**src/rtl/core/itp_pkg.sv**
```systemverilog
// ---------------------------------------------------------------------------
// itp_pkg
// Shared types, codes and character helpers for the infix to postfix
// converter: operator codes, precedence, symbol classes and the command and
// status structs that join the controller to the datapath.
// ---------------------------------------------------------------------------
package itp_pkg;

    // Default operator stack depth and the fixed width of the stack pointer
    localparam int STACK_DEPTH_DEF = 32;
    localparam int TOP_W           = 6;

    // Characters of interest
    localparam logic [7:0] CH_OPEN  = 8'h28;  // '('
    localparam logic [7:0] CH_CLOSE = 8'h29;  // ')'
    localparam logic [7:0] CH_POW   = 8'h5E;  // '^'
    localparam logic [7:0] CH_DOL   = 8'h24;  // '$'
    localparam logic [7:0] CH_MUL   = 8'h2A;  // '*'
    localparam logic [7:0] CH_DIV   = 8'h2F;  // '/'
    localparam logic [7:0] CH_ADD   = 8'h2B;  // '+'
    localparam logic [7:0] CH_SUB   = 8'h2D;  // '-'
    localparam logic [7:0] CH_NUL   = 8'h00;  // expression terminator

    // Stack entry codes
    typedef logic [2:0] t_code;
    localparam t_code CODE_NONE = 3'd0;
    localparam t_code CODE_OPEN = 3'd1;
    localparam t_code CODE_POW  = 3'd2;
    localparam t_code CODE_DOL  = 3'd3;
    localparam t_code CODE_MUL  = 3'd4;
    localparam t_code CODE_DIV  = 3'd5;
    localparam t_code CODE_ADD  = 3'd6;
    localparam t_code CODE_SUB  = 3'd7;

    // Error codes carried by a result
    typedef enum logic [1:0] {
        ERR_NONE     = 2'd0,
        ERR_OVERFLOW = 2'd1,
        ERR_CLOSE    = 2'd2,
        ERR_OPEN     = 2'd3
    } t_err;

    // Class of the item being worked on
    typedef enum logic [2:0] {
        CLS_OTHER,
        CLS_END,
        CLS_OPEN,
        CLS_CLOSE,
        CLS_ALNUM,
        CLS_OP
    } t_cls;

    // Source of a word loaded into the output register
    typedef enum logic [1:0] {
        OUT_NONE,
        OUT_PEND,
        OUT_MARK
    } t_out_sel;

    // Controller states
    typedef enum logic [0:0] {
        ST_IDLE,
        ST_RUN
    } t_state;

    // Controller to datapath commands
    typedef struct packed {
        logic     latch;      // capture input transaction
        logic     push;       // push the item's code
        logic     pop;        // drop top of stack
        logic     pend_load;  // top operator into pending slot
        logic     pend_clear; // pending slot emptied
        t_out_sel out_sel;
        logic     out_last;
        logic     mark_sym;   // mark carries the symbol, else NUL
        t_err     mark_err;
        logic     set_err3;   // unmatched '(' seen while draining
    } t_cmd;

    // Datapath to controller status
    typedef struct packed {
        t_cls cls;
        logic empty;
        logic full;
        logic top_open;
        logic prec_ge;
        logic pend_valid;
        logic out_free;
        logic err3;
    } t_stat;

    // Operator code of a character, CODE_NONE if not an operator
    function automatic t_code f_op_code(input logic [7:0] c);
        t_code r;
        case (c)
            CH_POW:  r = CODE_POW;
            CH_DOL:  r = CODE_DOL;
            CH_MUL:  r = CODE_MUL;
            CH_DIV:  r = CODE_DIV;
            CH_ADD:  r = CODE_ADD;
            CH_SUB:  r = CODE_SUB;
            default: r = CODE_NONE;
        endcase
        return r;
    endfunction

    // Character emitted for a stacked code
    function automatic logic [7:0] f_code_char(input t_code code);
        logic [7:0] r;
        case (code)
            CODE_OPEN: r = CH_OPEN;
            CODE_POW:  r = CH_POW;
            CODE_DOL:  r = CH_DOL;
            CODE_MUL:  r = CH_MUL;
            CODE_DIV:  r = CH_DIV;
            CODE_ADD:  r = CH_ADD;
            CODE_SUB:  r = CH_SUB;
            default:   r = CH_NUL;
        endcase
        return r;
    endfunction

    // Precedence: '^' '$' 3, '*' '/' 2, '+' '-' 1, '(' 0
    function automatic logic [1:0] f_code_prec(input t_code code);
        logic [1:0] r;
        case (code)
            CODE_POW, CODE_DOL: r = 2'd3;
            CODE_MUL, CODE_DIV: r = 2'd2;
            CODE_ADD, CODE_SUB: r = 2'd1;
            default:            r = 2'd0;
        endcase
        return r;
    endfunction

    function automatic logic f_is_alnum(input logic [7:0] c);
        return (c >= 8'h30 && c <= 8'h39) || (c >= 8'h41 && c <= 8'h5A) ||
               (c >= 8'h61 && c <= 8'h7A);
    endfunction

endpackage

```
**src/rtl/core/infix_to_postfix_converter_unit.sv**
```systemverilog
// ---------------------------------------------------------------------------
// infix_to_postfix_converter_unit
// Shunting-yard infix to postfix converter, one ASCII character per
// transaction, with an operator stack of STACK_DEPTH entries.
// ---------------------------------------------------------------------------
// One input transaction is handled at a time. A character is first captured
// in the input holding register and then acted on; every operator popped off
// the stack, and every unmatched '(' dropped at the end of an expression, adds
// a step of its own, since the stack memory has a single registered read port
// and yields one top entry per cycle, and a closing mark (terminator or error
// word) that follows popped operators is sent after the last of them.
// Ignored characters and pushes free the input once they are acted on.
// Results leave through an output register, so a stalled consumer holds the
// block only when a further result is due. The stack memory needs no clearing
// after reset; of the stack, only the pointer is reset.
module infix_to_postfix_converter_unit #(
    parameter int STACK_DEPTH = itp_pkg::STACK_DEPTH_DEF
) (
    input  logic       i_clk,
    input  logic       i_rst_n,
    input  logic       i_valid,
    output logic       o_ready,
    input  logic [7:0] i_symbol,
    input  logic       i_end_of_expr,
    output logic       o_valid,
    input  logic       i_ready,
    output logic [7:0] o_out_char,
    output logic       o_last,
    output logic [1:0] o_error
);

    itp_pkg::t_cmd  cmd;
    itp_pkg::t_stat stat;

    // Controller
    itp_ctrl u_ctrl (
        .i_clk   (i_clk),
        .i_rst_n (i_rst_n),
        .i_valid (i_valid),
        .o_ready (o_ready),
        .i_stat  (stat),
        .o_cmd   (cmd)
    );

    // Datapath
    itp_dpath #(
        .STACK_DEPTH (STACK_DEPTH)
    ) u_dpath (
        .i_clk         (i_clk),
        .i_rst_n       (i_rst_n),
        .i_symbol      (i_symbol),
        .i_end_of_expr (i_end_of_expr),
        .i_ready       (i_ready),
        .o_valid       (o_valid),
        .o_out_char    (o_out_char),
        .o_last        (o_last),
        .o_error       (o_error),
        .i_cmd         (cmd),
        .o_stat        (stat)
    );

endmodule

```
**src/rtl/core/itp_ctrl.sv**
```systemverilog
// ---------------------------------------------------------------------------
// itp_ctrl
// Controller: accepts one input transaction at a time and steps the
// datapath through pops, pushes and result emission for it.
// ---------------------------------------------------------------------------
module itp_ctrl (
    input  logic          i_clk,
    input  logic          i_rst_n,
    input  logic          i_valid,
    output logic          o_ready,
    input  itp_pkg::t_stat i_stat,
    output itp_pkg::t_cmd  o_cmd
);

    itp_pkg::t_state r_state, n_state;

    // Requested actions for the current item
    logic          go_pop;   // pop one operator and emit it
    logic          go_mark;  // emit a final mark word
    logic          go_fin;   // finish, last word is the pending one
    logic          fin_push;
    logic          fin_pop;
    logic          mark_sym;
    itp_pkg::t_err mark_err;
    logic          fin_ok;

    // State register
    always_ff @(posedge i_clk) begin
        if (!i_rst_n) begin
            r_state <= itp_pkg::ST_IDLE;
        end else begin
            r_state <= n_state;
        end
    end

    // Decide what the current item needs this cycle
    always_comb begin
        go_pop   = 1'b0;
        go_mark  = 1'b0;
        go_fin   = 1'b0;
        fin_push = 1'b0;
        fin_pop  = 1'b0;
        mark_sym = 1'b0;
        mark_err = itp_pkg::ERR_NONE;
        unique case (i_stat.cls)
            itp_pkg::CLS_END: begin
                if (i_stat.empty) begin
                    go_mark  = 1'b1;
                    mark_err = i_stat.err3 ? itp_pkg::ERR_OPEN : itp_pkg::ERR_NONE;
                end else if (!i_stat.top_open) begin
                    go_pop = 1'b1;
                end
            end
            itp_pkg::CLS_OPEN: begin
                if (i_stat.full) begin
                    go_mark  = 1'b1;
                    mark_err = itp_pkg::ERR_OVERFLOW;
                end else begin
                    go_fin   = 1'b1;
                    fin_push = 1'b1;
                end
            end
            itp_pkg::CLS_ALNUM: begin
                go_mark  = 1'b1;
                mark_sym = 1'b1;
            end
            itp_pkg::CLS_OP: begin
                if (!i_stat.empty && !i_stat.top_open && i_stat.prec_ge) begin
                    go_pop = 1'b1;
                end else if (!i_stat.full) begin
                    go_fin   = 1'b1;
                    fin_push = 1'b1;
                end else begin
                    go_mark  = 1'b1;
                    mark_err = itp_pkg::ERR_OVERFLOW;
                end
            end
            itp_pkg::CLS_CLOSE: begin
                if (i_stat.empty) begin
                    go_mark  = 1'b1;
                    mark_err = itp_pkg::ERR_CLOSE;
                end else if (i_stat.top_open) begin
                    go_fin  = 1'b1;
                    fin_pop = 1'b1;
                end else begin
                    go_pop = 1'b1;
                end
            end
            default: begin
                go_fin = 1'b1;
            end
        endcase
    end

    // Next state and commands
    always_comb begin
        n_state = r_state;
        o_cmd   = '0;
        o_ready = 1'b0;
        fin_ok  = !i_stat.pend_valid || i_stat.out_free;
        unique case (r_state)
            itp_pkg::ST_IDLE: begin
                o_ready = 1'b1;
                if (i_valid) begin
                    o_cmd.latch = 1'b1;
                    n_state     = itp_pkg::ST_RUN;
                end
            end
            itp_pkg::ST_RUN: begin
                // '(' found while draining: drop it and remember
                if (i_stat.cls == itp_pkg::CLS_END && !i_stat.empty && i_stat.top_open) begin
                    o_cmd.pop      = 1'b1;
                    o_cmd.set_err3 = 1'b1;
                end
                // Pop an operator; the previous one leaves, not last
                if (go_pop && fin_ok) begin
                    o_cmd.pop       = 1'b1;
                    o_cmd.pend_load = 1'b1;
                    if (i_stat.pend_valid) begin
                        o_cmd.out_sel = itp_pkg::OUT_PEND;
                    end
                end
                // Final mark; a pending operator goes out first
                if (go_mark && i_stat.out_free) begin
                    if (i_stat.pend_valid) begin
                        o_cmd.out_sel    = itp_pkg::OUT_PEND;
                        o_cmd.pend_clear = 1'b1;
                    end else begin
                        o_cmd.out_sel  = itp_pkg::OUT_MARK;
                        o_cmd.out_last = 1'b1;
                        o_cmd.mark_sym = mark_sym;
                        o_cmd.mark_err = mark_err;
                        n_state        = itp_pkg::ST_IDLE;
                    end
                end
                // Finish; the pending operator, if any, is the last word
                if (go_fin && fin_ok) begin
                    o_cmd.push = fin_push;
                    o_cmd.pop  = fin_pop;
                    if (i_stat.pend_valid) begin
                        o_cmd.out_sel    = itp_pkg::OUT_PEND;
                        o_cmd.out_last   = 1'b1;
                        o_cmd.pend_clear = 1'b1;
                    end
                    n_state = itp_pkg::ST_IDLE;
                end
            end
            default: begin
                n_state = itp_pkg::ST_IDLE;
            end
        endcase
    end

endmodule

```
**src/rtl/core/itp_dpath.sv**
```systemverilog
// ---------------------------------------------------------------------------
// itp_dpath
// Datapath: input holding register, operator stack memory with a registered
// top-of-stack read, pending operator slot and the output register.
// ---------------------------------------------------------------------------
module itp_dpath #(
    parameter int STACK_DEPTH = itp_pkg::STACK_DEPTH_DEF
) (
    input  logic           i_clk,
    input  logic           i_rst_n,
    input  logic [7:0]     i_symbol,
    input  logic           i_end_of_expr,
    input  logic           i_ready,
    output logic           o_valid,
    output logic [7:0]     o_out_char,
    output logic           o_last,
    output logic [1:0]     o_error,
    input  itp_pkg::t_cmd  i_cmd,
    output itp_pkg::t_stat o_stat
);

    localparam int AW = (STACK_DEPTH > 1) ? $clog2(STACK_DEPTH) : 1;

    // Held input transaction
    logic [7:0] r_sym;
    logic       r_end;

    // Stack storage and pointer
    itp_pkg::t_code               r_stack [STACK_DEPTH];
    itp_pkg::t_code               r_tos;
    logic [itp_pkg::TOP_W-1:0]    r_top, n_top, n_top_m1;
    logic [AW-1:0]                wr_addr, rd_addr;
    itp_pkg::t_code               push_code;
    itp_pkg::t_code               item_code;

    // Pending operator and unmatched '(' flag
    logic       r_pend_valid;
    logic [7:0] r_pend_char;
    logic       r_err3;

    // Output register
    logic          r_o_valid;
    logic [7:0]    r_o_char;
    logic          r_o_last;
    itp_pkg::t_err r_o_err;
    logic          out_free;

    itp_pkg::t_cls cls;

    // Input holding register
    always_ff @(posedge i_clk) begin
        if (i_cmd.latch) begin
            r_sym <= i_symbol;
            r_end <= i_end_of_expr;
        end
    end

    // Classify the held item
    assign item_code = itp_pkg::f_op_code(r_sym);
    always_comb begin
        if (r_end) begin
            cls = itp_pkg::CLS_END;
        end else if (r_sym == itp_pkg::CH_OPEN) begin
            cls = itp_pkg::CLS_OPEN;
        end else if (itp_pkg::f_is_alnum(r_sym)) begin
            cls = itp_pkg::CLS_ALNUM;
        end else if (item_code != itp_pkg::CODE_NONE) begin
            cls = itp_pkg::CLS_OP;
        end else if (r_sym == itp_pkg::CH_CLOSE) begin
            cls = itp_pkg::CLS_CLOSE;
        end else begin
            cls = itp_pkg::CLS_OTHER;
        end
    end

    // Stack pointer update and addresses
    always_comb begin
        n_top = r_top;
        if (i_cmd.push) begin
            n_top = r_top + itp_pkg::TOP_W'(1);
        end else if (i_cmd.pop) begin
            n_top = r_top - itp_pkg::TOP_W'(1);
        end
        n_top_m1 = n_top - itp_pkg::TOP_W'(1);
        rd_addr  = (n_top == '0) ? '0 : n_top_m1[AW-1:0];
        wr_addr  = r_top[AW-1:0];
    end

    assign push_code = (cls == itp_pkg::CLS_OPEN) ? itp_pkg::CODE_OPEN : item_code;

    always_ff @(posedge i_clk) begin
        if (!i_rst_n) begin
            r_top <= '0;
        end else begin
            r_top <= n_top;
        end
    end

    // Stack memory; read port always tracks the next top entry
    always_ff @(posedge i_clk) begin
        if (i_cmd.push) begin
            r_stack[wr_addr] <= push_code;
            r_tos            <= push_code;
        end else begin
            r_tos <= r_stack[rd_addr];
        end
    end

    // Pending operator slot and error flag
    always_ff @(posedge i_clk) begin
        if (!i_rst_n) begin
            r_pend_valid <= 1'b0;
            r_err3       <= 1'b0;
        end else begin
            if (i_cmd.pend_load) begin
                r_pend_valid <= 1'b1;
            end else if (i_cmd.pend_clear) begin
                r_pend_valid <= 1'b0;
            end
            if (i_cmd.latch) begin
                r_err3 <= 1'b0;
            end else if (i_cmd.set_err3) begin
                r_err3 <= 1'b1;
            end
        end
    end

    always_ff @(posedge i_clk) begin
        if (i_cmd.pend_load) begin
            r_pend_char <= itp_pkg::f_code_char(r_tos);
        end
    end

    // Output register
    assign out_free = !r_o_valid || i_ready;

    always_ff @(posedge i_clk) begin
        if (!i_rst_n) begin
            r_o_valid <= 1'b0;
        end else if (i_cmd.out_sel != itp_pkg::OUT_NONE) begin
            r_o_valid <= 1'b1;
        end else if (i_ready) begin
            r_o_valid <= 1'b0;
        end
    end

    always_ff @(posedge i_clk) begin
        case (i_cmd.out_sel)
            itp_pkg::OUT_PEND: begin
                r_o_char <= r_pend_char;
                r_o_last <= i_cmd.out_last;
                r_o_err  <= itp_pkg::ERR_NONE;
            end
            itp_pkg::OUT_MARK: begin
                r_o_char <= i_cmd.mark_sym ? r_sym : itp_pkg::CH_NUL;
                r_o_last <= i_cmd.out_last;
                r_o_err  <= i_cmd.mark_err;
            end
            default: begin
            end
        endcase
    end

    assign o_valid    = r_o_valid;
    assign o_out_char = r_o_char;
    assign o_last     = r_o_last;
    assign o_error    = r_o_err;

    // Status to the controller
    always_comb begin
        o_stat.cls        = cls;
        o_stat.empty      = (r_top == '0);
        o_stat.full       = (r_top >= itp_pkg::TOP_W'(STACK_DEPTH));
        o_stat.top_open   = (r_tos == itp_pkg::CODE_OPEN);
        o_stat.prec_ge    = (itp_pkg::f_code_prec(r_tos) >= itp_pkg::f_code_prec(item_code));
        o_stat.pend_valid = r_pend_valid;
        o_stat.out_free   = out_free;
        o_stat.err3       = r_err3;
    end

endmodule

```
**config.mk**
```make
export PLATFORM = sky130hd
export DESIGN_NAME = infix_to_postfix_converter_unit
export DESIGN_NICKNAME = d
export VERILOG_FILES = /design/src/rtl/core/itp_pkg.sv /design/src/rtl/core/infix_to_postfix_converter_unit.sv /design/src/rtl/core/itp_ctrl.sv /design/src/rtl/core/itp_dpath.sv
export SDC_FILE = /design/constraint.sdc
export NUM_CORES = 1
export LEC_CHECK = 0
export BUFFER_PORTS_ARGS = -buffer_cell sky130_fd_sc_hd__buf_2
export CORE_MARGIN = 4
export CORE_UTILIZATION = 55
export CTS_CLUSTER_SIZE = 25
export DETAILED_ROUTE_END_ITERATION = 8
export GPL_TIMING_DRIVEN = 0
export PLACE_DENSITY = 0.76
export SYNTH_ARGS = -nofsm -noshare
export SYNTH_HDL_FRONTEND = slang
export SYNTH_SLANG_ARGS = --single-unit
```
**constraint.sdc**
```tcl
create_clock -name i_clk -period 11.4 [get_ports i_clk]
set_input_delay 0 -clock i_clk [delete_from_list [all_inputs] [get_ports i_clk]]
set_output_delay 0 -clock i_clk [all_outputs]
set_load 0.1 [all_outputs]
```
==> flow_summary.ini, run 1 <==
[outcome]
status = complete, no violations

[die]
num_rows = 39
die_h_um = 116
pin_count = 26
die_w_um = 116
start_util_pct = 55.9
placeableCoreArea_sq_um = 11400
die-area_sq_um = 13300

[synth]
yosys.area.top_type = edfxtp_1
synth_commonest_cells = edfxtp_1 (122), nor2_1 (47), nand2_1 (38)
synthTopCellsByArea = edfxtp_1 (58%), mux4_1 (5.8%), dfxtp_1 (4.7%)
synth_area_sq_um = 6360
ys_types = 67
synth_top_cell_area_share_pct = 57.6
yosysWarnings = 0
synth_edf_count = 122
synth_ff_type = edfxtp_1
yosysMostFrequentCell = edfxtp_1
syn_avg_cell_area_sq_um = 14.2
synth_cells = 448
async_reset_ff_share_pct = 0
postSynthNetCount = 472
ys_ff_latch = 137
ys_seq_area_share_pct = 62.3

[drt]
drtIter0Drc = 423
vias_per_cell = 6.04
routed_wl_mm = 13.5
wl_per_cell_um = 20.3
firstDrtPassIters = 5
ant_nets = 0
vias = 3996
drcViolationCount = 0

[global_route]
grt_pass1_wl_mm = 21.6
antenna_found_initial = 0
grt_max_degree = 25
grt_util_all_layers_pct = 22.0
use_met2_pct = 37.5
grt.met3_usage_pct = 5.90
gr-total-overflow = 0
met1_usage_pct = 27.0
grt_pass1_vias = 4065
grt.busiest_layer = met2

[layout]
final_area_sq_um = 7450
drive_above_1_share_pct = 19.1
fin_nets = 530
seq_area_sq_um = 3960
diodes = 0
fin_cells = 662
syn2layout_area_growth_pct = 17.1
multi_input_area_sq_um = 2220
fillers = 776

[hold_path]
hold_depth = 2
min_to = u_dpath.r_end
min_from = i_valid
hold_class = in2reg

[timing]
setup_viol = 0
hold_viol = 0
fin_skew_ns = 0.0110
min_period_over_period_pct = 48.0
worstMarginPinSlew_ns = 1.03
relSlewSlack_pct = 30.9
rsz0062_at_grt = false
post-route-min-period_ns = 5.47
drv_slew = 0
max_freq_mhz = 183
hold_slack_ns = 0.214
fin_tns_setup_ns = 0

[flow_run]
max_cap_viol_count = 0

[cts]
cts_buffers = 17
clockRootBuffer = clkbuf_16
cts_tree = built
cts.sinks = 137
cts.path.max_buffers = 2
clkTransAtPathRegs_ns = 0.06
clkLatencyLatePin_ns = 0.43
h-tree-depth = 4

[power]
powerDensity_nw_per_um2 = 213
power_frac_clock_pct = 35.1
p_sw_mw = 0.496
peakVddDrop_mv = 0.221
p_leak_nw = 2.59
p_int_mw = 1.09
p_comb_share_pct = 27.7
sw_frac_of_total_pct = 31.3
pwr-share-seq_pct = 37.2

[critical_path]
worstRegToRegCells = 13
path_class = reg2reg
rrSetupSlack_ns = 5.93
cp_max_fo = 10
cpPeakStageDelay_ns = 0.69
path_cells = buf_2 -> buf_2 -> mux4_2 -> mux4_2 -> mux2i_4 -> xnor2_1 -> ha_1 -> a21oi_1 -> and2b_1 -> o21a_1 -> a2111oi_4 -> nand2_1 -> nor3_1
arrival_ns = 5.52
worstPathRequired_ns = 11.45
path_depth = 13
crit_slowest_cell = nor3_1
crit_buf_inv = 2
start_kind = register
end_kind = register
worstReg2RegEnd = u_dpath.r_stack[14][2]
critPathTopFamily = simple AND/OR/NAND/NOR gates

[placed_design]
io_buffers = 25
dp_cells = 619
post-dp-hpwl_mm = 9.11
dpl-instance-area_sq_um = 6730
routabilityCongestion = 0.906
-- power by group through the flow --
stage / Sequential, mW / Clock (mW) / Combinational [mW]
6_report: 0.590 / 0.557 / 0.440
5_1_grt: 0.591 / 0.590 / 0.478
4_1_cts: 0.589 / 0.565 / 0.439
3_5_place_dp: 0.600 / 0 / 0.431
3_3_place_gp: 0.600 / 0 / 0.418
2_1_floorplan: 0.614 / 0 / 0.322
-- state kept, by name, summed over array words and instances, names as in the netlist, named ones only --
name	flops
u_dpath.r_top	6
u_dpath.r_sym	8
u_dpath.o_out_char	8
u_dpath.o_error	2
u_dpath.r_stack	96
u_ctrl.r_state	1
u_dpath.r_end	1
u_dpath.r_pend_char	6
u_dpath.r_err3	1
u_dpath.r_pend_valid	1
u_dpath.o_last	1
u_dpath.o_valid	1
-- layout make-up --
type / count / share of cell area, %
Sequential cell: 137 / 53.2
Multi-Input combinational cell: 274 / 29.8
Clock buffer: 17 / 5.71
Timing Repair Buffer: 39 / 3.76
Clock inverter: 15 / 2.45
Tap cell: 143 / 2.40
Buffer: 19 / 1.71
Inverter: 18 / 0.907
-- per-stage QoR --
stage	setup WS, ns	utilization, %	power, mW
floorplan	6.96	-	0.936
global placement	6.21	58.6	1.02
detailed placement	6.00	59.2	1.03
CTS	5.99	65.5	1.59
global route	5.69	65.5	1.66
finish	5.93	65.5	1.59
-- layer usage --
layer	share of wire (%)	vias up	wire, um
met5	0	-	0
li1	-	1857	-
met2	52	159	6970
met4	1.8	0	238
met3	6.2	22	839
met1	40	1958	5410
-- timing repair --
item | CTS | global route
gates resized for setup | 0 | 0
hold endpoints to repair | 17 | 0
hold buffers | 11 | 0
buffers inserted | 0 | 0
-- worst max-delay path by stage --
stage,slack [ns],to
global route,5.69,u_dpath.r_stack[14][2]
global placement,6.21,u_dpath.r_stack[14][2]
floorplan,6.96,u_dpath.o_error[0]
CTS,5.99,u_dpath.r_stack[14][2]
finish,5.93,u_dpath.r_stack[14][2]
detailed placement,6.00,u_dpath.r_stack[14][2]
-- kinds of logic (layout without fill, tap and decap cells) --
logic type,after synthesis,after routing,synth area share (%)
buf+inv,37,108,3.07
xor+xnor,8,8,1.22
simple gates,149,149,12.0
compound gates,77,77,8.58
fa+ha+maj,11,11,2.16
flops,137,137,62.3
mux,28,28,10.5
other cells,1,1,0.0590
-- layout by cell type (no fill, tap or decap), drive strengths merged, types with 5 or more instances in the layout --
cell type	n
edfxtp	122
nor2	47
buf	40
nand2	38
mux4	26
inv	25
clkbuf	24
a21oi	22
o21ai	18
dfxtp	15
nor3	13
ha	11
dlygate4sd3	11
nand3	10
or3	5
a22o	5
clkinv	5
No activity file was read; power rests on OpenSTA's default activity.
==> run 2, diff against run 1 <==
--- a/config.mk
+++ b/config.mk
@@ -5,6 +5,7 @@
 export SDC_FILE = /design/constraint.sdc
 export NUM_CORES = 1
 export LEC_CHECK = 0
+export ABC_AREA = 1
 export BUFFER_PORTS_ARGS = -buffer_cell sky130_fd_sc_hd__buf_2
 export CORE_MARGIN = 4
 export CORE_UTILIZATION = 55
==> constraint.sdc (replaced) <==
create_clock -name i_clk -period 5.25 [get_ports i_clk]
set_input_delay 0 -clock i_clk [delete_from_list [all_inputs] [get_ports i_clk]]
set_output_delay 0 -clock i_clk [all_outputs]
set_load 0.1 [all_outputs]
==> run 2 against run 1 <==
Cell area increased by 2.5%. Flip-flop and latch count is the same. Sequential power up 120%. Highest routed layer unchanged.
==> flow_summary.ini, run 2 <==
[die]
pin_count = 26
die_w_um = 117
start_util_pct = 56.8
die-area_sq_um = 13800
num_rows = 39
die_h_um = 117
placeableCoreArea_sq_um = 11600

[timing]
min_period_over_period_pct = 80.2
max_freq_mhz = 238
relSlewSlack_pct = 30.1
fin_tns_setup_ns = 0
hold_viol = 0
setup_viol = 0
fin_skew_ns = 0.00619
worstMarginPinSlew_ns = 1.05
rsz0062_at_grt = false
post-route-min-period_ns = 4.21
layout_setup_ws_ns = 1.04
drv_slew = 0
hold_slack_ns = 0.289

[critical_path]
rrSetupSlack_ns = 1.04
worstReg2RegEnd = u_dpath.o_out_char[3]
crit_path_end = u_dpath.o_out_char[3]
worstRegToRegCells = 29
cp_max_fo = 10
worstPathRequired_ns = 5.52
arrival_ns = 4.48
end_kind = register
path_class = reg2reg
cp_common_cell = nand2_1
cpPeakStageDelay_ns = 0.31
start_kind = register
crit_slowest_cell = dfxtp_1

[placed_design]
io_buffers = 25
pre_cts_ws_ns = 1.13
post-dp-hpwl_mm = 10.4
routabilityCongestion = 0.948
dp_cells = 849

[cts]
clockRootBuffer = clkbuf_16
cts_tree = built
clkLatencyLatePin_ns = 0.42
h-tree-depth = 4
cts.path.max_buffers = 2
cts-resized-gates = 0
cts_buffers = 17
post_cts_buffers = 0
cts.sinks = 137
clkTransAtPathRegs_ns = 0.06

[power]
peakVddDrop_mv = 0.293
powerDensity_nw_per_um2 = 481
p_leak_nw = 3.10
power_mw = 3.67

[layout]
regMostFlops = u_dpath.r_stack
syn2layout_area_growth_pct = 16.1
fillers = 870
fin_cells = 893
diodes = 0
drive_above_1_share_pct = 15.7
fin_nets = 761
layout_common_cells = nand2_1 (205), edfxtp_1 (122), nand3_1 (99)
largest_reg_flops = 96
layout_commonest_cell = nand2_1

[drt]
ant_nets = 0
drtIter0Drc = 519
vias = 5009
drcViolationCount = 0
firstDrtPassIters = 6
wl_per_cell_um = 17.1
vias_per_cell = 5.61
routed_wl_mm = 15.3

[synth]
synth_area_sq_um = 6570
ys_seq_area_share_pct = 60.3
ys_types = 38
yosys.area.top_type = edfxtp_1
synth_cells = 679
postSynthNetCount = 703
yosysMostFrequentCell = nand2_1
synth_top_cell_area_share_pct = 55.7
ys_ff_latch = 137
synth_edf_count = 122
syn_avg_cell_area_sq_um = 9.68
synthTopCellsByArea = edfxtp_1 (56%), nand2_1 (12%), nand3_1 (7.5%)
async_reset_ff_share_pct = 0
yosysWarnings = 0
synth_commonest_cells = nand2_1 (205), edfxtp_1 (122), nand3_1 (99)
synth_ff_type = edfxtp_1

[global_route]
grt_pass1_wl_mm = 25.1
grt_max_degree = 33
grt_util_all_layers_pct = 23.5
grt_pass1_vias = 4935
gr-total-overflow = 0
antenna_found_initial = 0

[outcome]
status = complete, no violations

[flow_run]
max_cap_viol_count = 0

[hold_path]
hold_class = in2reg
run 2: cell types whose count changed in the layout (fill, tap and decap cells not counted), moves of 7 or more:
cell,delta
inv_2,+12
o21ai_0,-7
nand3_1,+90
nor3_1,-11
mux4_1,-14
nor2_1,+20
a21oi_1,-7
nand2_1,+167
inv_1,+34
mux4_2,-12
run 2: cell type report:
class / count / area (sq um) / share of cell area [%]
flip-flops and latches: 137 / 3960 / 51.9
multi-input cells: 457 / 2230 / 29.3
clock buffers: 18 / 429 / 5.62
repair buffers: 39 / 264 / 3.46
inverters: 64 / 240 / 3.15
clock inverters: 14 / 179 / 2.34
well taps: 143 / 179 / 2.34
plain buffers: 21 / 144 / 1.89
run 2: kinds of logic after synthesis:
kind of cell / count (synthesis) / share of synthesized area (%)
AOI/OAI and AO/OA: 35 / 3.86
xor gates and xnor gates: 6 / 0.799
other: 1 / 0.0570
adders and majority gates: 11 / 2.09
and+or+nand+nor: 404 / 27.0
buffers and inverters: 85 / 5.84
DFF: 137 / 60.3
run 2: worst min-delay path by stage:
| stage | from | to | slack (ns) | cells past startpoint |
|---|---|---|---|---|
| final | i_symbol[3] | u_dpath.r_sym[3] | 0.29 | 2 |
| after detailed placement | i_symbol[7] | u_dpath.r_sym[7] | 0.18 | 1 |
| after global placement | i_symbol[6] | u_dpath.r_sym[6] | 0.18 | 1 |
| after global routing | i_symbol[3] | u_dpath.r_sym[3] | 0.29 | 2 |
| after floorplan | i_rst_n | u_dpath.r_top[5] | 0.1 | 2 |
| after CTS | i_symbol[3] | u_dpath.r_sym[3] | 0.27 | 2 |
run 2: metal layers:
metal	global-route usage, %	vias up	part of all wire [%]
li1	-	2398	-
met1	31.1	2346	40
met2	37.5	234	48
met3	5.34	31	9.0
met4	9.75	0	2.3
met5	0	-	0
run 2: worst max-delay path: cells and delay by family, from the launching register on:
| family | cells | cell delay [ns] |
|---|---|---|
| adder cells (fa/ha/maj) | 2 | 0.43 |
| AND/OR/NAND/NOR | 17 | 1.90 |
| AO/OA/AOI/OAI | 4 | 0.36 |
| buffers and inverters | 6 | 1.04 |
| flip-flops | 1 | 0.31 |
run 2: what timing repair did:
item	CTS	global route
hold buffers	12	0
endpoints found under the setup margin	0	0
endpoints found under the hold margin	19	0
run 2: metrics by stage:
step | util (%) | area, sq um
2_1_floorplan | - | 6570
3_3_place_gp | 59.5 | 6880
3_5_place_dp | 59.7 | 6900
4_1_cts | 66.0 | 7630
5_1_grt | 66.0 | 7630
6_report | 66.0 | 7630
run 2: power by group:
part | internal [mW] | switching [mW] | leakage, nW | total (mW)
registers | 1.24 | 0.0383 | 1.27 | 1.28
clock network | 0.787 | 0.440 | 0.291 | 1.23
logic | 0.360 | 0.803 | 1.53 | 1.16
